**config.mk**
```make
export PLATFORM = sky130hd
export DESIGN_NAME = gpio_port_with_external_interrupts_unit_flat
export DESIGN_NICKNAME = d
export VERILOG_FILES = /design/src/hw/rtl/gpioexti_pkg.sv /design/src/hw/rtl/gpioexti_ifs.sv /design/src/hw/rtl/gpioexti_detect.sv /design/src/hw/rtl/gpio_port_with_external_interrupts_unit.sv /design/src/flat_wrapper.sv
export SDC_FILE = /design/constraint.sdc
export NUM_CORES = 1
export LEC_CHECK = 0
export ABC_AREA = 1
export BUFFER_PORTS_ARGS = -buffer_cell sky130_fd_sc_hd__buf_2
export CAP_MARGIN = 0
export CORE_MARGIN = 4
export CORE_UTILIZATION = 44
export CTS_CLUSTER_DIAMETER = 120
export DETAILED_ROUTE_END_ITERATION = 8
export GPL_ROUTABILITY_DRIVEN = 0
export PLACE_DENSITY = 0.72
export SYNTH_ARGS = -nofsm -noshare
export SYNTH_HDL_FRONTEND = slang
export SYNTH_SLANG_ARGS = --single-unit
```
**constraint.sdc**
```tcl
create_clock -name clock -period 3.9 [get_ports clock]
set_clock_uncertainty 0.15 [all_clocks]
set_input_delay 0.78 -clock clock [delete_from_list [all_inputs] [get_ports clock]]
set_output_delay 0.78 -clock clock [all_outputs]
set_load 0.02 [all_outputs]
```
**src/hw/rtl/gpioexti_pkg.sv**
```systemverilog
// gpioexti_pkg: shared types, codes and helpers for the gpio port with
// external interrupt detection. no dependencies.
`timescale 1ns / 1ps

package gpioexti_pkg;

   localparam int DATA_W    = 8;
   localparam int ACTION_W  = 3;
   localparam int PORT_W    = 4;
   localparam int CSR_IDX_W = 3;
   localparam int SENSE_W   = 2;

   // control one comes out of reset as the port A value of the default family
   localparam logic [DATA_W-1:0] CTRL1_RESET = 8'h01;

   typedef enum logic [ACTION_W-1:0] {
      ACT_PIN_DRIVE = 3'd0,
      ACT_OUT_DATA  = 3'd1,
      ACT_DIRECTION = 3'd2,
      ACT_CTRL_ONE  = 3'd3,
      ACT_CTRL_TWO  = 3'd4,
      ACT_STAT_ONE  = 3'd5,
      ACT_STAT_TWO  = 3'd6,
      ACT_RECHECK   = 3'd7
   } action_type;

   typedef enum logic [CSR_IDX_W-1:0] {
      CSR_PORT_INDEX  = 3'd0,
      CSR_FAMILY_S    = 3'd1,
      CSR_EXTI_ONE    = 3'd2,
      CSR_EXTI_TWO    = 3'd3,
      CSR_SENSE_ONE   = 3'd4,
      CSR_SENSE_TWO   = 3'd5,
      CSR_SENSE_THREE = 3'd6,
      CSR_SENSE_FOUR  = 3'd7
   } csr_idx_type;

   typedef enum logic [SENSE_W-1:0] {
      SENSE_LOW     = 2'd0,
      SENSE_RISING  = 2'd1,
      SENSE_FALLING = 2'd2,
      SENSE_BOTH    = 2'd3
   } sense_type;

   localparam logic [PORT_W-1:0] PORT_A = 4'd0;
   localparam logic [PORT_W-1:0] PORT_B = 4'd1;
   localparam logic [PORT_W-1:0] PORT_C = 4'd2;
   localparam logic [PORT_W-1:0] PORT_D = 4'd3;
   localparam logic [PORT_W-1:0] PORT_E = 4'd4;
   localparam logic [PORT_W-1:0] PORT_F = 4'd5;
   localparam logic [PORT_W-1:0] PORT_G = 4'd6;
   localparam logic [PORT_W-1:0] PORT_H = 4'd7;
   localparam logic [PORT_W-1:0] PORT_I = 4'd8;

   typedef struct packed {
      logic [PORT_W-1:0] port_index;
      logic              family_s;
      logic [DATA_W-1:0] exti_conf_one;
      logic [DATA_W-1:0] exti_conf_two;
      logic [DATA_W-1:0] sense_word_one;
      logic [DATA_W-1:0] sense_word_two;
      logic [DATA_W-1:0] sense_word_three;
      logic [DATA_W-1:0] sense_word_four;
   } cfg_type;

   // per-pin match for one sensitivity against the previous level
   function automatic logic [DATA_W-1:0] match_mask(sense_type sense,
                                                    logic [DATA_W-1:0] now,
                                                    logic [DATA_W-1:0] prev);
      logic [DATA_W-1:0] m;
      case (sense)
         SENSE_LOW:     m = ~now;
         SENSE_RISING:  m = ~prev & now;
         SENSE_FALLING: m = prev & ~now;
         default:       m = prev ^ now;
      endcase
      return m;
   endfunction

endpackage

```
**src/hw/rtl/gpioexti_ifs.sv**
```systemverilog
// gpioexti_ifs: valid/ready channel interfaces for request, response and csr writes
// depends on gpioexti_pkg
`timescale 1ns / 1ps

interface gpioexti_req_if;
   logic                                   valid;
   logic                                   ready;
   logic [gpioexti_pkg::ACTION_W-1:0]      action;
   logic [gpioexti_pkg::DATA_W-1:0]        value;

   modport source (output valid, output action, output value, input ready);
   modport sink   (input valid, input action, input value, output ready);
endinterface

interface gpioexti_rsp_if;
   logic                                   valid;
   logic                                   ready;
   logic [gpioexti_pkg::DATA_W-1:0]        pin_level;
   logic [gpioexti_pkg::DATA_W-1:0]        out_data;
   logic [gpioexti_pkg::DATA_W-1:0]        direction;
   logic [gpioexti_pkg::DATA_W-1:0]        control_one;
   logic [gpioexti_pkg::DATA_W-1:0]        control_two;
   logic [gpioexti_pkg::DATA_W-1:0]        status_one;
   logic [gpioexti_pkg::DATA_W-1:0]        status_two;
   logic                                   status_changed;

   modport source (output valid, output pin_level, output out_data, output direction,
                   output control_one, output control_two, output status_one,
                   output status_two, output status_changed, input ready);
   modport sink   (input valid, input pin_level, input out_data, input direction,
                   input control_one, input control_two, input status_one,
                   input status_two, input status_changed, output ready);
endinterface

interface gpioexti_csr_if;
   logic                                   valid;
   logic                                   ready;
   logic [gpioexti_pkg::CSR_IDX_W-1:0]     index;
   logic [gpioexti_pkg::DATA_W-1:0]        data;

   modport source (output valid, output index, output data, input ready);
   modport sink   (input valid, input index, input data, output ready);
endinterface

```
**src/hw/rtl/gpioexti_detect.sv**
```systemverilog
// gpioexti_detect: whole-port and per-pin interrupt match, gives status bits to set
// depends on gpioexti_pkg
`timescale 1ns / 1ps

module gpioexti_detect (
   input  gpioexti_pkg::cfg_type                cfg,
   input  logic [gpioexti_pkg::DATA_W-1:0]      pin_now,
   input  logic [gpioexti_pkg::DATA_W-1:0]      pin_prev,
   input  logic [gpioexti_pkg::DATA_W-1:0]      enabled,
   output logic [gpioexti_pkg::DATA_W-1:0]      set_one,
   output logic [gpioexti_pkg::DATA_W-1:0]      set_two
);

   logic                                  port_lo;
   logic                                  port_hi;
   logic                                  in_use;
   gpioexti_pkg::sense_type               port_sense;
   logic [gpioexti_pkg::DATA_W-1:0]       port_match;
   logic                                  port_hit;
   logic [gpioexti_pkg::DATA_W-1:0]       flag_one;
   logic [gpioexti_pkg::DATA_W-1:0]       flag_two;
   logic [gpioexti_pkg::DATA_W-1:0]       pin_match;
   logic [2*gpioexti_pkg::DATA_W-1:0]     pin_senses;
   logic [gpioexti_pkg::DATA_W-1:0]       per_pin_mask;

   // whole-port versus per-pin selection, per nibble
   always_comb begin
      if (cfg.family_s) begin
         port_lo = 1'b1;
         port_hi = 1'b1;
      end else begin
         unique case (cfg.port_index)
            gpioexti_pkg::PORT_B: begin
               port_lo = cfg.exti_conf_one[0];
               port_hi = cfg.exti_conf_one[1];
            end
            gpioexti_pkg::PORT_D: begin
               port_lo = cfg.exti_conf_one[2];
               port_hi = cfg.exti_conf_one[3];
            end
            gpioexti_pkg::PORT_E: begin
               port_lo = cfg.exti_conf_one[4];
               port_hi = cfg.exti_conf_one[5];
            end
            gpioexti_pkg::PORT_F: begin
               port_lo = cfg.exti_conf_one[6];
               port_hi = cfg.exti_conf_two[0];
            end
            gpioexti_pkg::PORT_G: begin
               port_lo = cfg.exti_conf_two[1];
               port_hi = cfg.exti_conf_two[2];
            end
            gpioexti_pkg::PORT_H: begin
               port_lo = cfg.exti_conf_two[3];
               port_hi = cfg.exti_conf_two[4];
            end
            gpioexti_pkg::PORT_A, gpioexti_pkg::PORT_C, gpioexti_pkg::PORT_I: begin
               port_lo = 1'b0;
               port_hi = 1'b0;
            end
            default: begin
               port_lo = 1'b1;
               port_hi = 1'b1;
            end
         endcase
      end
   end

   // is the port routed to an interrupt line at all
   always_comb begin
      unique case (cfg.port_index)
         gpioexti_pkg::PORT_A, gpioexti_pkg::PORT_C: in_use = cfg.family_s;
         gpioexti_pkg::PORT_B: in_use = cfg.family_s | ~cfg.exti_conf_two[5];
         gpioexti_pkg::PORT_D: in_use = cfg.family_s | ~cfg.exti_conf_two[6];
         gpioexti_pkg::PORT_E: in_use = cfg.family_s | ~cfg.exti_conf_one[7];
         gpioexti_pkg::PORT_F: in_use = ~cfg.family_s & cfg.exti_conf_one[7];
         gpioexti_pkg::PORT_G: in_use = cfg.exti_conf_two[5];
         gpioexti_pkg::PORT_H: in_use = cfg.exti_conf_two[6];
         default:              in_use = 1'b0;
      endcase
   end

   // port sensitivity and flag position
   always_comb begin
      port_sense = gpioexti_pkg::SENSE_LOW;
      flag_one   = '0;
      flag_two   = '0;
      if (cfg.family_s) begin
         unique case (cfg.port_index)
            gpioexti_pkg::PORT_A:
               port_sense = gpioexti_pkg::sense_type'(cfg.sense_word_one[1:0]);
            gpioexti_pkg::PORT_B:
               port_sense = gpioexti_pkg::sense_type'(cfg.sense_word_one[3:2]);
            gpioexti_pkg::PORT_C:
               port_sense = gpioexti_pkg::sense_type'(cfg.sense_word_one[5:4]);
            gpioexti_pkg::PORT_D:
               port_sense = gpioexti_pkg::sense_type'(cfg.sense_word_one[7:6]);
            gpioexti_pkg::PORT_E:
               port_sense = gpioexti_pkg::sense_type'(cfg.sense_word_two[1:0]);
            default:
               port_sense = gpioexti_pkg::SENSE_LOW;
         endcase
         if (!cfg.port_index[gpioexti_pkg::PORT_W-1]) begin
            flag_one = gpioexti_pkg::DATA_W'(1) << cfg.port_index[2:0];
         end
      end else begin
         unique case (cfg.port_index)
            gpioexti_pkg::PORT_B: begin
               port_sense = gpioexti_pkg::sense_type'(cfg.sense_word_three[1:0]);
               flag_two   = 8'h01;
            end
            gpioexti_pkg::PORT_D: begin
               port_sense = gpioexti_pkg::sense_type'(cfg.sense_word_three[3:2]);
               flag_two   = 8'h02;
            end
            gpioexti_pkg::PORT_E: begin
               port_sense = gpioexti_pkg::sense_type'(cfg.sense_word_three[5:4]);
               flag_two   = 8'h04;
            end
            gpioexti_pkg::PORT_F: begin
               port_sense = gpioexti_pkg::sense_type'(cfg.sense_word_three[7:6]);
               flag_two   = 8'h08;
            end
            gpioexti_pkg::PORT_G:
               port_sense = gpioexti_pkg::sense_type'(cfg.sense_word_four[1:0]);
            gpioexti_pkg::PORT_H:
               port_sense = gpioexti_pkg::sense_type'(cfg.sense_word_four[3:2]);
            default:
               port_sense = gpioexti_pkg::SENSE_LOW;
         endcase
      end
   end

   assign port_match = gpioexti_pkg::match_mask(port_sense, pin_now, pin_prev) & enabled;
   assign port_hit   = in_use & ((port_hi & (|port_match[7:4])) |
                                 (port_lo & (|port_match[3:0])));

   // per-pin sensitivities: low nibble from word one, high nibble from word two
   assign pin_senses = {cfg.sense_word_two, cfg.sense_word_one};

   always_comb begin
      for (int i = 0; i < gpioexti_pkg::DATA_W; i++) begin
         pin_match[i] = |(gpioexti_pkg::match_mask(
                             gpioexti_pkg::sense_type'(pin_senses[2*i +: 2]),
                             pin_now, pin_prev) & (gpioexti_pkg::DATA_W'(1) << i));
      end
   end

   assign per_pin_mask = {{4{~port_hi}}, {4{~port_lo}}};

   assign set_one = (pin_match & enabled & per_pin_mask) | (port_hit ? flag_one : '0);
   assign set_two = port_hit ? flag_two : '0;

endmodule

```
**src/hw/rtl/gpio_port_with_external_interrupts_unit.sv**
```systemverilog
// a transaction taken into the request register shows its result from the result register;
// one transaction per cycle while the response side is ready; the state update between
// them is combinational. csr writes are registered and take effect in the next cycle.
// reset (synchronous, active high): all port state and csr registers clear, control one
// loads 0x01, both channel stages empty.
// gpio port with external interrupts: top level, uses gpioexti_pkg, gpioexti_ifs,
// gpioexti_detect
`timescale 1ns / 1ps

module gpio_port_with_external_interrupts_unit (
   input  logic                  clock,
   input  logic                  reset,
   gpioexti_req_if.sink          req_bus,
   gpioexti_rsp_if.source        rsp_bus,
   gpioexti_csr_if.sink          csr_bus
);

   localparam int W = gpioexti_pkg::DATA_W;

   // csr registers
   gpioexti_pkg::cfg_type cfg_ff;
   gpioexti_pkg::cfg_type cfg_in;

   // request register
   logic                        req_valid_ff;
   gpioexti_pkg::action_type    req_action_ff;
   logic [W-1:0]                req_value_ff;
   logic                        req_take;
   logic                        req_fire;

   // port state
   logic [W-1:0] pin_state_ff, pin_state_in;
   logic [W-1:0] out_reg_ff, out_reg_in;
   logic [W-1:0] dir_reg_ff, dir_reg_in;
   logic [W-1:0] ctrl_one_ff, ctrl_one_in;
   logic [W-1:0] ctrl_two_ff, ctrl_two_in;
   logic [W-1:0] status_one_ff, status_one_in;
   logic [W-1:0] status_two_ff, status_two_in;
   logic [W-1:0] prev_input_ff;

   // after the register write, before detection
   logic [W-1:0] pins_wr;
   logic [W-1:0] stat_one_wr;
   logic [W-1:0] stat_two_wr;
   logic [W-1:0] enabled;
   logic [W-1:0] set_one;
   logic [W-1:0] set_two;
   logic         changed_in;

   // result register
   logic         rsp_valid_ff;
   logic [W-1:0] rsp_pin_ff, rsp_out_ff, rsp_dir_ff, rsp_ctrl_one_ff, rsp_ctrl_two_ff;
   logic [W-1:0] rsp_stat_one_ff, rsp_stat_two_ff;
   logic         rsp_changed_ff;

   // ---------------- csr port ----------------
   // always ready; users must write only while the port is idle; the block does not check
   assign csr_bus.ready = 1'b1;

   always_comb begin
      cfg_in = cfg_ff;
      if (csr_bus.valid) begin
         unique case (gpioexti_pkg::csr_idx_type'(csr_bus.index))
            gpioexti_pkg::CSR_PORT_INDEX:  cfg_in.port_index = csr_bus.data[3:0];
            gpioexti_pkg::CSR_FAMILY_S:    cfg_in.family_s = csr_bus.data[0];
            gpioexti_pkg::CSR_EXTI_ONE:    cfg_in.exti_conf_one = csr_bus.data;
            gpioexti_pkg::CSR_EXTI_TWO:    cfg_in.exti_conf_two = csr_bus.data;
            gpioexti_pkg::CSR_SENSE_ONE:   cfg_in.sense_word_one = csr_bus.data;
            gpioexti_pkg::CSR_SENSE_TWO:   cfg_in.sense_word_two = csr_bus.data;
            gpioexti_pkg::CSR_SENSE_THREE: cfg_in.sense_word_three = csr_bus.data;
            gpioexti_pkg::CSR_SENSE_FOUR:  cfg_in.sense_word_four = csr_bus.data;
            default:                       cfg_in = cfg_ff;
         endcase
      end
   end

   always_ff @(posedge clock) begin
      if (reset) begin
         cfg_ff <= '0;
      end else begin
         cfg_ff <= cfg_in;
      end
   end

   // ---------------- request register ----------------
   // the request stage moves on whenever the result register is free or being drained
   assign req_fire      = req_valid_ff & (~rsp_valid_ff | rsp_bus.ready);
   assign req_take      = req_bus.valid & req_bus.ready;
   assign req_bus.ready = ~req_valid_ff | req_fire;

   always_ff @(posedge clock) begin
      if (reset) begin
         req_valid_ff <= 1'b0;
      end else if (req_bus.ready) begin
         req_valid_ff <= req_bus.valid;
      end
   end

   always_ff @(posedge clock) begin
      if (req_take) begin
         req_action_ff <= gpioexti_pkg::action_type'(req_bus.action);
         req_value_ff  <= req_bus.value;
      end
   end

   // ---------------- register write ----------------
   always_comb begin
      pins_wr     = pin_state_ff;
      out_reg_in  = out_reg_ff;
      dir_reg_in  = dir_reg_ff;
      ctrl_one_in = ctrl_one_ff;
      ctrl_two_in = ctrl_two_ff;
      stat_one_wr = status_one_ff;
      stat_two_wr = status_two_ff;
      unique case (req_action_ff)
         gpioexti_pkg::ACT_PIN_DRIVE: pins_wr     = req_value_ff;
         gpioexti_pkg::ACT_OUT_DATA:  out_reg_in  = req_value_ff;
         gpioexti_pkg::ACT_DIRECTION: dir_reg_in  = req_value_ff;
         gpioexti_pkg::ACT_CTRL_ONE:  ctrl_one_in = req_value_ff;
         gpioexti_pkg::ACT_CTRL_TWO:  ctrl_two_in = req_value_ff;
         gpioexti_pkg::ACT_STAT_ONE:  stat_one_wr = req_value_ff;
         gpioexti_pkg::ACT_STAT_TWO:  stat_two_wr = req_value_ff;
         default:                     pins_wr     = pin_state_ff;  // recheck
      endcase
   end

   // mixed level: pins where input, output data where output
   assign pin_state_in = (pins_wr & ~dir_reg_in) | (out_reg_in & dir_reg_in);
   assign enabled      = ~dir_reg_in & ctrl_two_in;

   // ---------------- interrupt detection ----------------
   gpioexti_detect u_detect (
      .cfg      (cfg_ff),
      .pin_now  (pin_state_in),
      .pin_prev (prev_input_ff),
      .enabled  (enabled),
      .set_one  (set_one),
      .set_two  (set_two)
   );

   assign status_one_in = stat_one_wr | set_one;
   assign status_two_in = stat_two_wr | set_two;
   // only bits not already present after the write count as new
   assign changed_in    = (|(set_one & ~stat_one_wr)) | (|(set_two & ~stat_two_wr));

   always_ff @(posedge clock) begin
      if (reset) begin
         pin_state_ff  <= '0;
         out_reg_ff    <= '0;
         dir_reg_ff    <= '0;
         ctrl_one_ff   <= gpioexti_pkg::CTRL1_RESET;
         ctrl_two_ff   <= '0;
         status_one_ff <= '0;
         status_two_ff <= '0;
         prev_input_ff <= '0;
      end else if (req_fire) begin
         pin_state_ff  <= pin_state_in;
         out_reg_ff    <= out_reg_in;
         dir_reg_ff    <= dir_reg_in;
         ctrl_one_ff   <= ctrl_one_in;
         ctrl_two_ff   <= ctrl_two_in;
         status_one_ff <= status_one_in;
         status_two_ff <= status_two_in;
         prev_input_ff <= pin_state_in;
      end
   end

   // ---------------- result register ----------------
   always_ff @(posedge clock) begin
      if (reset) begin
         rsp_valid_ff <= 1'b0;
      end else if (req_fire) begin
         rsp_valid_ff <= 1'b1;
      end else if (rsp_bus.ready) begin
         rsp_valid_ff <= 1'b0;
      end
   end

   always_ff @(posedge clock) begin
      if (req_fire) begin
         rsp_pin_ff      <= pin_state_in;
         rsp_out_ff      <= out_reg_in;
         rsp_dir_ff      <= dir_reg_in;
         rsp_ctrl_one_ff <= ctrl_one_in;
         rsp_ctrl_two_ff <= ctrl_two_in;
         rsp_stat_one_ff <= status_one_in;
         rsp_stat_two_ff <= status_two_in;
         rsp_changed_ff  <= changed_in;
      end
   end

   assign rsp_bus.valid          = rsp_valid_ff;
   assign rsp_bus.pin_level      = rsp_pin_ff;
   assign rsp_bus.out_data       = rsp_out_ff;
   assign rsp_bus.direction      = rsp_dir_ff;
   assign rsp_bus.control_one    = rsp_ctrl_one_ff;
   assign rsp_bus.control_two    = rsp_ctrl_two_ff;
   assign rsp_bus.status_one     = rsp_stat_one_ff;
   assign rsp_bus.status_two     = rsp_stat_two_ff;
   assign rsp_bus.status_changed = rsp_changed_ff;

   // ---------------- assertions ----------------
`ifndef ASSERT_OFF
   // status one only loses bits through its own write
   a_status_sticky: assert property (@(posedge clock) disable iff (reset)
      (req_fire && req_action_ff != gpioexti_pkg::ACT_STAT_ONE) |=>
         ((status_one_ff & $past(status_one_ff)) == $past(status_one_ff)))
      else $error("status one bit cleared without a status write");

   // a reported change means some status bit is set
   a_changed_nonzero: assert property (@(posedge clock) disable iff (reset)
      (rsp_valid_ff && rsp_changed_ff) |-> ((rsp_stat_one_ff | rsp_stat_two_ff) != '0))
      else $error("status change flagged with empty status");

   // output-direction pins read back the output data
   a_output_readback: assert property (@(posedge clock) disable iff (reset)
      rsp_valid_ff |-> (((rsp_pin_ff ^ rsp_out_ff) & rsp_dir_ff) == '0))
      else $error("pin level differs from output data on an output pin");

   // a held request is never overwritten
   a_req_hold: assert property (@(posedge clock) disable iff (reset)
      (req_valid_ff && !req_fire) |=> (req_valid_ff && $stable(req_value_ff)))
      else $error("pending request lost or overwritten");
`endif

endmodule

```
**src/flat_wrapper.sv**
```systemverilog
// flat-port wrapper written by rule: the top's interface ports become plain ports
module gpio_port_with_external_interrupts_unit_flat 
  (clock, reset, req_bus_valid, req_bus_action, req_bus_value, req_bus_ready, rsp_bus_valid, rsp_bus_pin_level, rsp_bus_out_data, rsp_bus_direction, rsp_bus_control_one, rsp_bus_control_two, rsp_bus_status_one, rsp_bus_status_two, rsp_bus_status_changed, rsp_bus_ready, csr_bus_valid, csr_bus_index, csr_bus_data, csr_bus_ready);
  gpioexti_req_if req_bus_i ();
  gpioexti_rsp_if rsp_bus_i ();
  gpioexti_csr_if csr_bus_i ();
  input  logic clock;
  input  logic reset;
  input wire logic [$bits(req_bus_i.valid)-1:0] req_bus_valid;
  input wire logic [$bits(req_bus_i.action)-1:0] req_bus_action;
  input wire logic [$bits(req_bus_i.value)-1:0] req_bus_value;
  output wire logic [$bits(req_bus_i.ready)-1:0] req_bus_ready;
  output wire logic [$bits(rsp_bus_i.valid)-1:0] rsp_bus_valid;
  output wire logic [$bits(rsp_bus_i.pin_level)-1:0] rsp_bus_pin_level;
  output wire logic [$bits(rsp_bus_i.out_data)-1:0] rsp_bus_out_data;
  output wire logic [$bits(rsp_bus_i.direction)-1:0] rsp_bus_direction;
  output wire logic [$bits(rsp_bus_i.control_one)-1:0] rsp_bus_control_one;
  output wire logic [$bits(rsp_bus_i.control_two)-1:0] rsp_bus_control_two;
  output wire logic [$bits(rsp_bus_i.status_one)-1:0] rsp_bus_status_one;
  output wire logic [$bits(rsp_bus_i.status_two)-1:0] rsp_bus_status_two;
  output wire logic [$bits(rsp_bus_i.status_changed)-1:0] rsp_bus_status_changed;
  input wire logic [$bits(rsp_bus_i.ready)-1:0] rsp_bus_ready;
  input wire logic [$bits(csr_bus_i.valid)-1:0] csr_bus_valid;
  input wire logic [$bits(csr_bus_i.index)-1:0] csr_bus_index;
  input wire logic [$bits(csr_bus_i.data)-1:0] csr_bus_data;
  output wire logic [$bits(csr_bus_i.ready)-1:0] csr_bus_ready;
  assign req_bus_i.valid = req_bus_valid;
  assign req_bus_i.action = req_bus_action;
  assign req_bus_i.value = req_bus_value;
  assign req_bus_ready = req_bus_i.ready;
  assign rsp_bus_valid = rsp_bus_i.valid;
  assign rsp_bus_pin_level = rsp_bus_i.pin_level;
  assign rsp_bus_out_data = rsp_bus_i.out_data;
  assign rsp_bus_direction = rsp_bus_i.direction;
  assign rsp_bus_control_one = rsp_bus_i.control_one;
  assign rsp_bus_control_two = rsp_bus_i.control_two;
  assign rsp_bus_status_one = rsp_bus_i.status_one;
  assign rsp_bus_status_two = rsp_bus_i.status_two;
  assign rsp_bus_status_changed = rsp_bus_i.status_changed;
  assign rsp_bus_i.ready = rsp_bus_ready;
  assign csr_bus_i.valid = csr_bus_valid;
  assign csr_bus_i.index = csr_bus_index;
  assign csr_bus_i.data = csr_bus_data;
  assign csr_bus_ready = csr_bus_i.ready;
  gpio_port_with_external_interrupts_unit u_core (.clock(clock), .reset(reset), .req_bus(req_bus_i), .rsp_bus(rsp_bus_i), .csr_bus(csr_bus_i));
endmodule
```
==> results of run 1 <==
==> worst register-to-register path: stages, from the launching register on <==
cell and delay (ps):
sky130_fd_sc_hd__edfxtp_1 430, sky130_fd_sc_hd__nor2_1 170, sky130_fd_sc_hd__nand2_1 300, sky130_fd_sc_hd__o21ai_0 500
sky130_fd_sc_hd__nand2_1 90, sky130_fd_sc_hd__and2_1 210, sky130_fd_sc_hd__ha_1 320, sky130_fd_sc_hd__nand3_2 70
sky130_fd_sc_hd__nand2_1 80, sky130_fd_sc_hd__inv_2 30, sky130_fd_sc_hd__nand2_1 50, sky130_fd_sc_hd__nand2_1 110
sky130_fd_sc_hd__o21ai_4 220, sky130_fd_sc_hd__nand2_4 140, sky130_fd_sc_hd__nand3_2 100, sky130_fd_sc_hd__nand2_1 60
sky130_fd_sc_hd__nand2_1 60, sky130_fd_sc_hd__nand2_1 50, sky130_fd_sc_hd__nor2_1 90, sky130_fd_sc_hd__nand3_1 80
==> cells in the mapped netlist (5+ instances only) <==
cell and number:
sky130_fd_sc_hd__and2_1 5, sky130_fd_sc_hd__nand2_2 9, sky130_fd_sc_hd__clkbuf_1 28, sky130_fd_sc_hd__a21oi_1 71, sky130_fd_sc_hd__edfxtp_1 68, sky130_fd_sc_hd__nand3_1 46, sky130_fd_sc_hd__nand3_2 11, sky130_fd_sc_hd__inv_1 169
sky130_fd_sc_hd__o211ai_1 11, sky130_fd_sc_hd__nor2_2 6, sky130_fd_sc_hd__inv_2 7, sky130_fd_sc_hd__ha_1 16, sky130_fd_sc_hd__nand4_1 11, sky130_fd_sc_hd__nand2_1 169, sky130_fd_sc_hd__o21ai_2 7, sky130_fd_sc_hd__dfxtp_1 106
sky130_fd_sc_hd__o21ai_1 17, sky130_fd_sc_hd__o21ai_0 154, sky130_fd_sc_hd__nor2_1 137, sky130_fd_sc_hd__buf_2 6
==> power by group through the flow <==
stage	Combinational (mW)	Sequential, mW	Clock [mW]
final	0.580	2.06	1.80
after global placement	0.563	2.10	0
after detailed placement	0.572	2.10	0
after CTS	0.576	2.06	1.83
after floorplan	0.353	2.14	0
after global routing	0.650	2.07	1.90
==> path summary, 6_finish.rpt <==
path                                               from                             to  slack, ps  depth (start not counted)
worst min register to register        u_core.cfg_ff[45]              u_core.cfg_ff[45]        310                          2
worst max-delay path            u_core.req_action_ff[1]  u_core.rsp_bus.status_changed        350                         19
worst max register to register  u_core.req_action_ff[1]  u_core.rsp_bus.status_changed        350                         19
worst min-delay path                  u_core.cfg_ff[45]              u_core.cfg_ff[45]        310                          2
==> kinds of logic after synthesis <==
family,Yosys count
compound gates,275
fa+ha+maj,16
buf+inv,217
simple gates,405
flops,174
other cells,1
==> stage by stage <==
step | cells | util | hold slack [ps]
after detailed placement | 1401 | 0.485 | 299
after global routing | 1433 | 0.518 | 327
after CTS | 1433 | 0.518 | 308
after floorplan | 1088 | - | 280
final | 1433 | 0.518 | 305
after global placement | 1401 | 0.485 | 289
==> area by class of cell <==
type / count / area, um2
Clock buffer: 19 / 453
Clock inverter: 13 / 175
Fill cell: 1761 / 9080
Inverter: 176 / 662
Multi-Input combinational cell: 697 / 3480
Sequential cell: 174 / 4160
Tap cell: 260 / 325
Timing Repair Buffer: 94 / 493
==> metal layers <==
metal	wire length, um	share of wire	vias up
met2	9650	0.45	205
met3	1250	0.059	28
li1	-	-	3695
met1	9880	0.46	3292
met4	503	0.024	0
met5	0	0	-
==> placed cells by master (no fill, tap or decap), types with 6 or more instances in the layout <==
master / n
sky130_fd_sc_hd__dfxtp_1: 106
sky130_fd_sc_hd__nand3_1: 46
sky130_fd_sc_hd__a21oi_1: 71
sky130_fd_sc_hd__nand2_2: 10
sky130_fd_sc_hd__o21ai_1: 17
sky130_fd_sc_hd__nor2_2: 6
sky130_fd_sc_hd__inv_2: 7
sky130_fd_sc_hd__nor2_1: 137
sky130_fd_sc_hd__ha_1: 16
sky130_fd_sc_hd__buf_4: 9
sky130_fd_sc_hd__nand4_1: 11
sky130_fd_sc_hd__clkbuf_16: 17
sky130_fd_sc_hd__nand2_1: 168
sky130_fd_sc_hd__o211ai_1: 11
sky130_fd_sc_hd__o21ai_0: 154
sky130_fd_sc_hd__edfxtp_1: 68
sky130_fd_sc_hd__nand3_2: 11
sky130_fd_sc_hd__buf_2: 85
sky130_fd_sc_hd__inv_1: 168
sky130_fd_sc_hd__o21ai_2: 7
==> flip-flops by register name (all words and copies together) (netlist names) <==
name and count:
u_core.status_two_ff 8, u_core.rsp_bus.status_two 8, u_core.rsp_bus.out_data 8, u_core.status_one_ff 8, u_core.req_valid_ff 1, u_core.dir_reg_ff 8, u_core.ctrl_one_ff 8, u_core.pin_state_ff 8
u_core.rsp_bus.control_two 8, u_core.req_action_ff 3, u_core.rsp_bus.status_changed 1, u_core.rsp_bus.control_one 8, u_core.rsp_bus.status_one 8, u_core.rsp_bus.valid 1, u_core.out_reg_ff 8, u_core.req_value_ff 8
u_core.rsp_bus.pin_level 8, u_core.cfg_ff 48, u_core.rsp_bus.direction 8, u_core.ctrl_two_ff 8
==> insert_results.sql, run 1 <==
INSERT INTO impl_metrics (metric_group, metric, value, unit) VALUES
('outcome', 'outcome', 'finished clean', ''),
('logic_synthesis', 'netlist.top_cell.by_area', 'sky130_fd_sc_hd__dfxtp_1', ''),
('critical_path', 'critPathTopFamily', 'simple AND/OR/NAND/NOR gates', ''),
('floorplanning', 'top_level_ports', '87', ''),
('pwr', 'internal_power', '3.25', 'mW'),
('grt', 'met3_usage', '0.0457', ''),
('clock_tree', 'tritoncts_num_sinks', '174', ''),
('floorplanning', 'die-area', '21600', 'um2'),
('detailed_routing', 'post_drt_via_cell_ratio', '5.04', ''),
('detailed_routing', 'route.final.wire_length', '21.3', 'mm'),
('sta', 'final_max_slew_viols', '0', ''),
('grt', 'grt_use_met1', '0.267', ''),
('sta', 'timing_hold_violations_final', '0', ''),
('clock_tree', 'cts-root-to-sink-buffers', '2', ''),
('grt', 'grt_remaining_overflow', '0', ''),
('pwr', 'post-layout-total-power', '4.44', 'mW'),
('sta', 'slew_headroom', '0.292', ''),
('detailed_routing', 'drt_iter0_markers', '591', ''),
('floorplanning', 'area_of_the_placeable_core', '18800', 'um2'),
('pwr', 'power.share.switching', '0.269', ''),
('clock_tree', 'cts_hold_buf', '0', ''),
('clock_tree', 'cts.repair.resized', '0', ''),
('clock_tree', 'cts_made_buffers', '17', ''),
('pwr', 'max-vdd-ir-drop', '294', 'uV'),
('hold_path', 'worst_hold_path_type', 'flip-flop to flip-flop', ''),
('detailed_routing', 'first_pass_iters', '5', ''),
('sta', 'setup_ws', '353', 'ps'),
('logic_synthesis', 'synthesis.area_per_instance', '7.80', 'um2'),
('final_layout', 'layout.cell_area.non_filler', '9750', 'um2'),
('critical_path', 'worst_path_largest_cell_delay', '500', 'ps'),
('final_layout', 'nets', '1203', ''),
('critical_path', 'worstPathArrival', '3570', 'ps'),
('sta', 'max_clock_freq', '282', 'MHz'),
('sta', 'min_period_over_period', '0.909', ''),
('critical_path', 'ws_path_type', 'flip-flop to flip-flop', ''),
('grt', 'use_met2', '0.313', ''),
('logic_synthesis', 'synthArstFlopShare', '0', ''),
('grt', 'first_global_vias', '6535', ''),
('clock_tree', 'cts.reportedPaths.clkPinSlew', '70', 'ps'),
('logic_synthesis', 'synthXorXnorAreaFrac', '0', ''),
('logic_synthesis', 'synth_fa_ha_area_frac', '0.0236', ''),
('grt', 'gr_busiest_metal', 'met2', ''),
('critical_path', 'path_buf_inv', '1', ''),
('sta', 'grt_setup_unrepaired', 'no', ''),
('grt', 'grt_antenna_before_repair', '0', ''),
('logic_synthesis', 'yosys_warn_count', '0', ''),
('sta', 'final.min_clock_period', '3550', 'ps'),
('floorplanning', 'initial_utilization', '0.451', ''),
('detailed_routing', 'post_drt_wl_per_cell', '14.9', 'um'),
('logic_synthesis', 'synthesis.instances', '1088', ''),
('sta', 'final_total_negative_setup_slack', '0', 'ps'),
('grt', 'global_route.usage.total', '0.196', ''),
('logic_synthesis', 'synth_top_area_share', '0.250', ''),
('detailed_routing', 'drt_drc_violations_left', '0', ''),
('logic_synthesis', 'synth-compound-area-share', '0.176', ''),
('floorplanning', 'die_h', '147', 'um'),
('detailed_routing', 'antenna_left', '0', ''),
('clock_tree', 'tritoncts', 'yes', ''),
('logic_synthesis', 'synth.top_cells.by_area', 'sky130_fd_sc_hd__dfxtp_1, sky130_fd_sc_hd__edfxtp_1, sky130_fd_sc_hd__o21ai_0', ''),
('logic_synthesis', 'postSynthRegisterBits', '174', ''),
('pwr', 'combinationalPowerShare', '0.130', ''),
('final_layout', 'post_route_cells_drive_above_1_share', '0.151', ''),
('detailed_routing', 'detailroute.via_count', '7220', ''),
('pwr', 'pwr_density_cell', '455', 'nW/um2'),
('logic_synthesis', 'postSynth.topFlopCell', 'sky130_fd_sc_hd__dfxtp_1', ''),
('logic_synthesis', 'synthDistinctLibCells', '40', ''),
('flow_run', 'timing.max_cap.violations', '0', ''),
('logic_synthesis', 'synth_top_family_by_area', 'simple AND/OR/NAND/NOR gates', ''),
('clock_tree', 'htree_levels', '4', ''),
('pwr', 'p_clk_frac', '0.405', ''),
('sta', 'setup_viol', '0', '');
Note: power is estimated with default switching activity, not from simulation.
==> run 2: changes to the inputs <==
--- a/config.mk
+++ b/config.mk
@@ -8,12 +8,14 @@
 export ABC_AREA = 1
 export BUFFER_PORTS_ARGS = -buffer_cell sky130_fd_sc_hd__buf_2
 export CAP_MARGIN = 0
+export CELL_PAD_IN_SITES_DETAIL_PLACEMENT = 1
+export CELL_PAD_IN_SITES_GLOBAL_PLACEMENT = 1
 export CORE_MARGIN = 4
 export CORE_UTILIZATION = 44
 export CTS_CLUSTER_DIAMETER = 120
 export DETAILED_ROUTE_END_ITERATION = 8
 export GPL_ROUTABILITY_DRIVEN = 0
-export PLACE_DENSITY = 0.72
+export PLACE_DENSITY = 0.9
 export SYNTH_ARGS = -nofsm -noshare
 export SYNTH_HDL_FRONTEND = slang
 export SYNTH_SLANG_ARGS = --single-unit
==> constraint.sdc (replaced) <==
create_clock -name clock -period 3.9 [get_ports clock]
set_clock_uncertainty 0.15 [all_clocks]
set_input_delay 0.78 -clock clock [delete_from_list [all_inputs] [get_ports clock]]
set_output_delay 0.78 -clock clock [all_outputs]
set_load 0.05 [all_outputs]
==> run 2 against run 1 <==
  * Worst hold slack improved by 21 ps
  * Combinational power increased by 22%
  * Setup slack got worse by 150 ps
  * Die area unchanged
  * Critical path type unchanged
  * Largest cell class unchanged
==> insert_results.sql, run 2 (synthesis gave the netlist of run 1 again) <==
INSERT INTO impl_metrics (metric_group, metric, value, unit) VALUES
('detailed_routing', 'route.final.wire_length', '27.3', 'mm'),
('place', 'detailed_placement_wirelength_estimate', '19.1', 'mm'),
('detailed_routing', 'drt_drc_violations_left', '0', ''),
('detailed_routing', 'post_drt_via_cell_ratio', '5.38', ''),
('clock_tree', 'tritoncts_num_sinks', '174', ''),
('clock_tree', 'htree_levels', '4', ''),
('clock_tree', 'clk-insertion-delay-late', '440', 'ps'),
('critical_path', 'start_kind', 'flip-flop', ''),
('flow_run', 'timing.max_cap.violations', '0', ''),
('hold_path', 'worst_hold_path_type', 'flip-flop to flip-flop', ''),
('floorplanning', 'top_level_ports', '87', ''),
('clock_tree', 'cts.reportedPaths.clkPinSlew', '70', 'ps'),
('sta', 'timing_worst_slew_pin_value', '810', 'ps'),
('floorplanning', 'floorplan.die.width', '147', 'um'),
('pwr', 'power.share.switching', '0.297', ''),
('pwr', 'seq_power_share', '0.457', ''),
('detailed_routing', 'first_pass_iters', '5', ''),
('pwr', 'internal_power', '3.19', 'mW'),
('sta', 'final_max_slew_viols', '0', ''),
('floorplanning', 'die-area', '21600', 'um2'),
('sta', 'min_period_over_period', '0.948', ''),
('final_layout', 'synthToLayoutAreaGrowth', '15.0', '%'),
('grt', 'global_route.usage.total', '0.255', ''),
('clock_tree', 'cts_made_buffers', '17', ''),
('floorplanning', 'die_h', '147', 'um'),
('pwr', 'p_clk_frac', '0.387', ''),
('grt', 'first_global_vias', '8196', ''),
('final_layout', 'post_route_cells_drive_above_1_share', '0.156', ''),
('sta', 'setup_viol', '0', ''),
('detailed_routing', 'drt_iter0_markers', '537', ''),
('critical_path', 'worstPathArrival', '3730', 'ps'),
('clock_tree', 'tritoncts', 'yes', ''),
('grt', 'grt_max_degree', '83', ''),
('critical_path', 'ws_path_type', 'flip-flop to flip-flop', ''),
('floorplanning', 'initial_utilization', '0.451', ''),
('floorplanning', 'area_of_the_placeable_core', '18800', 'um2'),
('final_layout', 'antenna_cells', '0', ''),
('final_layout', 'register_bank_with_the_most_flops', 'u_core.cfg_ff', ''),
('grt', 'wire_length_of_the_first_global_routing_pass', '43.7', 'mm'),
('sta', 'final.min_clock_period', '3700', 'ps'),
('pwr', 'max-vdd-ir-drop', '299', 'uV'),
('detailed_routing', 'detailroute.via_count', '7724', ''),
('pwr', 'pwr_density_cell', '465', 'nW/um2'),
('detailed_routing', 'post_drt_wl_per_cell', '19.0', 'um'),
('pwr', 'power.net_switching', '1.35', 'mW'),
('critical_path', 'setup.worst_path.end_class', 'flip-flop', ''),
('grt', 'grt_remaining_overflow', '0', ''),
('final_layout', 'largest_register_ff_count', '48', ''),
('final_layout', 'fillers', '2358', ''),
('clock_tree', 'cts-root-to-sink-buffers', '2', ''),
('critical_path', 'critical_path_required', '3940', 'ps'),
('final_layout', 'leading_cell_type_in_the_layout_fill_and_taps_excluded', 'sky130_fd_sc_hd__inv_1', ''),
('grt', 'grt_antenna_before_repair', '0', ''),
('final_layout', 'most-common-layout-cells', 'sky130_fd_sc_hd__inv_1, sky130_fd_sc_hd__nand2_1, sky130_fd_sc_hd__o21ai_0, sky130_fd_sc_hd__nor2_1, sky130_fd_sc_hd__dfxtp_1', ''),
('sta', 'setup_ws', '204', 'ps'),
('sta', 'final_total_negative_setup_slack', '0', 'ps'),
('pwr', 'total_leakage_power', '4.58', 'nW'),
('sta', 'max_clock_freq', '271', 'MHz'),
('place', 'port_buffers', '85', ''),
('sta', 'slew_headroom', '0.460', ''),
('outcome', 'outcome', 'finished clean', ''),
('pwr', 'combinationalPowerShare', '0.156', ''),
('final_layout', 'nets', '1206', ''),
('clock_tree', 'cts.root.buffer_cell', 'sky130_fd_sc_hd__clkbuf_16', ''),
('critical_path', 'worstPathMaxFanout', '10', ''),
('sta', 'timing_hold_violations_final', '0', ''),
('floorplanning', 'rows', '50', ''),
('place', 'dp_slack', '302', 'ps'),
('sta', 'grt_setup_unrepaired', 'no', ''),
('clock_tree', 'cts.repair_timing.setup_buffer_count', '0', ''),
('detailed_routing', 'antenna_left', '0', '');
-- run 2: through the flow --
stage          area [um2]  power, mW  hold WS [ps]  cells   util
2_1_floorplan        8490       2.58           280   1088      -
3_3_place_gp         9150       2.76           297   1404  0.486
3_5_place_dp         9150       2.79           319   1404  0.486
4_1_cts              9750       4.54           328   1436  0.518
5_1_grt              9760       4.70           346   1436  0.518
6_report             9760       4.54           327   1436  0.518
-- run 2: power by group through the flow --
stage          Sequential, mW  Combinational (mW)  Clock (mW)
2_1_floorplan            2.22               0.355           0
3_3_place_gp             2.10               0.655           0
3_5_place_dp             2.11               0.686           0
4_1_cts                  2.07               0.704        1.77
5_1_grt                  2.08               0.775        1.85
6_report                 2.07               0.710        1.76
-- run 2: routing by layer --
layer | part of all wire | GRT usage | vias up
li1 | - | - | 3706
met5 | 0 | 0 | -
met2 | 0.49 | 0.440 | 232
met1 | 0.42 | 0.308 | 3709
met4 | 0.044 | 0.120 | 0
met3 | 0.045 | 0.0490 | 77
-- run 2: critical path, stage by stage, from the launching register on --
cell and delay [ps]:
sky130_fd_sc_hd__edfxtp_1 450, sky130_fd_sc_hd__inv_1 220, sky130_fd_sc_hd__nand2_2 200, sky130_fd_sc_hd__buf_4 210, sky130_fd_sc_hd__nand2_1 70, sky130_fd_sc_hd__o21ai_0 110, sky130_fd_sc_hd__o211ai_1 140, sky130_fd_sc_hd__and2_1 220
sky130_fd_sc_hd__inv_1 100, sky130_fd_sc_hd__ha_1 320, sky130_fd_sc_hd__nand3_1 110, sky130_fd_sc_hd__nand2_1 100, sky130_fd_sc_hd__inv_1 40, sky130_fd_sc_hd__nand2_1 70, sky130_fd_sc_hd__nand2_1 100, sky130_fd_sc_hd__o21ai_4 210
sky130_fd_sc_hd__nand2_4 140, sky130_fd_sc_hd__nand3_2 100, sky130_fd_sc_hd__nand2_1 60, sky130_fd_sc_hd__nand2_1 70, sky130_fd_sc_hd__nand2_1 50, sky130_fd_sc_hd__nor2_1 100, sky130_fd_sc_hd__nand3_1 90
-- run 2: area by class of cell --
class / instances / area [um2] / area share
Clock inverter: 12 / 133 / 0.0136
Timing Repair Buffer: 97 / 515 / 0.0528
Inverter: 176 / 662 / 0.0678
Clock buffer: 20 / 467 / 0.0478
Tap cell: 260 / 325 / 0.0333
Sequential cell: 174 / 4160 / 0.427
Multi-Input combinational cell: 697 / 3500 / 0.358
-- run 2: what timing repair did --
action,in CTS,in global routing
hold buffers,0,0
setup endpoints to repair,0,9
gates resized for setup,0,7
-- run 2: worst paths after layout --
check                           cells after the start  slack [ps]                            end                     from
worst max-delay path                               22         200  u_core.rsp_bus.status_changed  u_core.req_action_ff[2]
worst min-delay path                                2         330              u_core.cfg_ff[20]        u_core.cfg_ff[20]
worst max register to register                     22         200  u_core.rsp_bus.status_changed  u_core.req_action_ff[2]
worst min register to register                      2         330              u_core.cfg_ff[20]        u_core.cfg_ff[20]
==> run 3: changes to the inputs <==
--- a/config.mk
+++ b/config.mk
@@ -5,7 +5,7 @@
 export SDC_FILE = /design/constraint.sdc
 export NUM_CORES = 1
 export LEC_CHECK = 0
-export ABC_AREA = 1
+export ABC_AREA = 0
 export BUFFER_PORTS_ARGS = -buffer_cell sky130_fd_sc_hd__buf_2
 export CAP_MARGIN = 0
 export CELL_PAD_IN_SITES_DETAIL_PLACEMENT = 1
@@ -15,7 +15,7 @@
 export CTS_CLUSTER_DIAMETER = 120
 export DETAILED_ROUTE_END_ITERATION = 8
 export GPL_ROUTABILITY_DRIVEN = 0
-export PLACE_DENSITY = 0.9
+export PLACE_DENSITY = 0.87
 export SYNTH_ARGS = -nofsm -noshare
 export SYNTH_HDL_FRONTEND = slang
 export SYNTH_SLANG_ARGS = --single-unit
==> run 3 against run 2 <==
  * Setup slack worse by 730 ps
  * Routed wire length up 28%
  * Register-to-register slack worse by 730 ps
  * The flow now finishes with violations (negative setup slack)
  * Worst hold slack worse by 9.7 ps
  * Final area up 13%
  * Utilization up 6.5 points
  * Die area up 0.83%
  * Global-route usage up 3.2 points
  * Combinational power up 26%
  * Synthesized cell count down 17%
  * Area after synthesis up 0.88%
  * First-iteration DRC count up 91%
  * Largest cell class is now multi-input gates
==> insert_results.sql, run 3 <==
INSERT INTO impl_metrics (metric_group, metric, value, unit) VALUES
('outcome', 'outcome', 'finished, violations left', ''),
('outcome', 'violations', 'negative setup slack', ''),
('logic_synthesis', 'postSynthRegisterBits', '174', ''),
('sta', 'grt_setup_unrepaired', 'yes', ''),
('critical_path', 'worstPathArrival', '4460', 'ps'),
('pwr', 'pwr_density_cell', '428', 'nW/um2'),
('clock_tree', 'cts.root.buffer_cell', 'sky130_fd_sc_hd__clkbuf_16', ''),
('final_layout', 'synthToLayoutAreaGrowth', '28.7', '%'),
('pwr', 'combinationalPowerShare', '0.190', ''),
('detailed_routing', 'routed-wl-met3', '2.64', 'mm'),
('detailed_routing', 'antenna_left', '0', ''),
('detailed_routing', 'first_pass_iters', '7', ''),
('pwr', 'internal_power', '3.18', 'mW'),
('critical_path', 'setup.reg_to_reg.worst_slack', '-520', 'ps'),
('critical_path', 'worstPathMaxFanout', '4', ''),
('clock_tree', 'cts_hold_buf', '0', ''),
('place', 'port_buffers', '85', ''),
('critical_path', 'start_kind', 'flip-flop', ''),
('logic_synthesis', 'synth_top_area_share', '0.248', ''),
('floorplanning', 'rows', '50', ''),
('pwr', 'max-vdd-ir-drop', '341', 'uV'),
('critical_path', 'ws_path_type', 'flip-flop to flip-flop', ''),
('sta', 'setup_viol', '23', ''),
('grt', 'grt_remaining_overflow', '0', ''),
('sta', 'timing_worst_slew_pin_value', '1180', 'ps'),
('grt', 'grt_max_degree', '58', ''),
('detailed_routing', 'post_drt_via_cell_ratio', '6.27', ''),
('sta', 'slew_headroom', '0.191', ''),
('floorplanning', 'top_level_ports', '87', ''),
('detailed_routing', 'metal1_wirelength', '13.3', 'mm'),
('detailed_routing', 'drt_iter0_markers', '1023', ''),
('logic_synthesis', 'synthDistinctLibCells', '76', ''),
('detailed_routing', 'top_layer_used', 'met5', ''),
('logic_synthesis', 'postSynth.topFlopCell', 'sky130_fd_sc_hd__dfxtp_1', ''),
('grt', 'first_global_vias', '8503', ''),
('final_layout', 'post_route_cells_drive_above_1_share', '0.298', ''),
('grt', 'grt_antenna_before_repair', '1', ''),
('sta', 'min_period_over_period', '1.13', ''),
('critical_path', 'worstSetupStartpoint', 'u_core.req_action_ff[2]', ''),
('logic_synthesis', 'synth.most_common_cell', 'sky130_fd_sc_hd__nor2_1', ''),
('floorplanning', 'area_of_the_placeable_core', '18900', 'um2'),
('floorplanning', 'initial_utilization', '0.453', ''),
('sta', 'final.min_clock_period', '4420', 'ps'),
('detailed_routing', 'post_drt_wl_per_cell', '26.0', 'um'),
('pwr', 'power.net_switching', '1.54', 'mW'),
('logic_synthesis', 'synthArstFlopShare', '0', ''),
('logic_synthesis', 'synthesis.instances', '907', ''),
('final_layout', 'most-common-layout-cells', 'sky130_fd_sc_hd__nor2_1, sky130_fd_sc_hd__dfxtp_1, sky130_fd_sc_hd__buf_4, sky130_fd_sc_hd__nand2_1, sky130_fd_sc_hd__buf_2', ''),
('critical_path', 'timing.reg2reg.worst_path_depth', '16', ''),
('critical_path', 'critical_path_required', '3940', 'ps'),
('floorplanning', 'die_h', '148', 'um'),
('clock_tree', 'cts_made_buffers', '17', ''),
('pwr', 'power.share.switching', '0.327', ''),
('place', 'detailed_placement_wirelength_estimate', '19.6', 'mm'),
('floorplanning', 'die-area', '21800', 'um2'),
('place', 'dp_slack', '-360', 'ps'),
('sta', 'final_max_slew_viols', '0', ''),
('clock_tree', 'cts.reportedPaths.clkPinSlew', '80', 'ps'),
('critical_path', 'ff_to_ff_start', 'u_core.req_action_ff[2]', ''),
('sta', 'setup_ws', '-521', 'ps'),
('clock_tree', 'clk-insertion-delay-late', '460', 'ps'),
('sta', 'max_clock_freq', '226', 'MHz'),
('sta', 'final_total_negative_setup_slack', '-7210', 'ps'),
('critical_path', 'setup.worst_path.end_class', 'flip-flop', ''),
('detailed_routing', 'route.final.wire_length', '34.9', 'mm'),
('detailed_routing', 'drt_drc_violations_left', '0', ''),
('clock_tree', 'htree_levels', '4', ''),
('hold_path', 'worst_hold_path_type', 'flip-flop to flip-flop', ''),
('clock_tree', 'tritoncts', 'yes', ''),
('pwr', 'total_leakage_power', '4.48', 'nW'),
('detailed_routing', 'met2WireLength', '16.8', 'mm');
[run 3: changes by cell type after synthesis, moves of 11 or more]
cell and change:
sky130_fd_sc_hd__a21oi_1 -22, sky130_fd_sc_hd__o21ai_1 -16, sky130_fd_sc_hd__nand3_2 -11, sky130_fd_sc_hd__mux2_2 +27, sky130_fd_sc_hd__o21a_1 +12, sky130_fd_sc_hd__o21ai_0 -122, sky130_fd_sc_hd__mux2i_1 +59, sky130_fd_sc_hd__nand2_1 -78
sky130_fd_sc_hd__a211oi_1 +24, sky130_fd_sc_hd__nor3_1 +30, sky130_fd_sc_hd__inv_1 -119, sky130_fd_sc_hd__nand3_1 -36
[run 3: critical path, stage by stage (launching register included)]
cell and delay [ps]:
sky130_fd_sc_hd__edfxtp_1 530, sky130_fd_sc_hd__nor3b_4 230, sky130_fd_sc_hd__buf_6 170, sky130_fd_sc_hd__buf_4 120
sky130_fd_sc_hd__buf_4 130, sky130_fd_sc_hd__mux2i_4 250, sky130_fd_sc_hd__mux2_4 350, sky130_fd_sc_hd__ha_1 200
sky130_fd_sc_hd__inv_1 140, sky130_fd_sc_hd__nand3_1 160, sky130_fd_sc_hd__a21oi_2 210, sky130_fd_sc_hd__a2111oi_2 80
sky130_fd_sc_hd__a2111o_1 530, sky130_fd_sc_hd__buf_4 180, sky130_fd_sc_hd__buf_6 120, sky130_fd_sc_hd__o22ai_2 130
sky130_fd_sc_hd__or4b_1 460
[run 3: logic make-up (layout without fill, tap and decap cells)]
kind of cell	count (synthesis)	in the layout	share of synthesized area
AO/OA/AOI/OAI	187	187	0.147
XOR/XNOR	3	3	0.00307
adder cells (fa/ha/maj)	16	16	0.0234
buffers and inverters	106	285	0.0497
flip-flops	174	174	0.486
multiplexers	90	90	0.115
other	1	1	0.000438
AND/OR/NAND/NOR	330	330	0.175
[run 3: worst min path at each step]
stage               slack, ps  cells after the start                      to                  start
floorplan                 280                      2       u_core.cfg_ff[15]      u_core.cfg_ff[15]
global placement          290                      2       u_core.cfg_ff[14]      u_core.cfg_ff[14]
detailed placement        300                      2   u_core.ctrl_one_ff[0]  u_core.ctrl_one_ff[0]
CTS                       320                      2       u_core.cfg_ff[13]      u_core.cfg_ff[13]
global route              340                      1  u_core.req_value_ff[6]       req_bus_value[6]
finish                    320                      2       u_core.cfg_ff[13]      u_core.cfg_ff[13]
[run 3: layout make-up]
cell class	count	area [um2]
clock inverter	15	166
timing repair buffer	203	1400
fill	2160	7870
sequential	174	4160
tap	260	325
multi-input combinational	627	4350
inverter	50	190
clock buffer	17	425
[run 3: routing by layer]
metal	up-vias	global-route usage
li1	3563	-
met4	2	0.133
met3	194	0.0622
met2	529	0.490
met5	-	0
met1	4150	0.345
[run 3: timing repair]
| item | CTS | global route |
|---|---|---|
| pin swaps | 11 | 11 |
| buffers inserted | 13 | 19 |
| endpoints found under the setup margin | 21 | 23 |
| gates resized for setup | 35 | 47 |
[run 3: through the flow]
step | std cells | utilization | area [um2]
final | 1346 | 0.583 | 11000
after global routing | 1346 | 0.583 | 11000
after CTS | 1330 | 0.565 | 10700
after detailed placement | 1288 | 0.522 | 9860
after global placement | 1288 | 0.522 | 9860
after floorplan | 907 | - | 8630
[run 3: power groups by stage]
stage               Clock (mW)  Sequential (mW)  Combinational (mW)
floorplan                    0             2.21               0.363
global route              1.84             2.08               0.936
finish                    1.75             2.08               0.896
detailed placement           0             2.10               0.745
global placement             0             2.09               0.713
CTS                       1.75             2.07               0.796
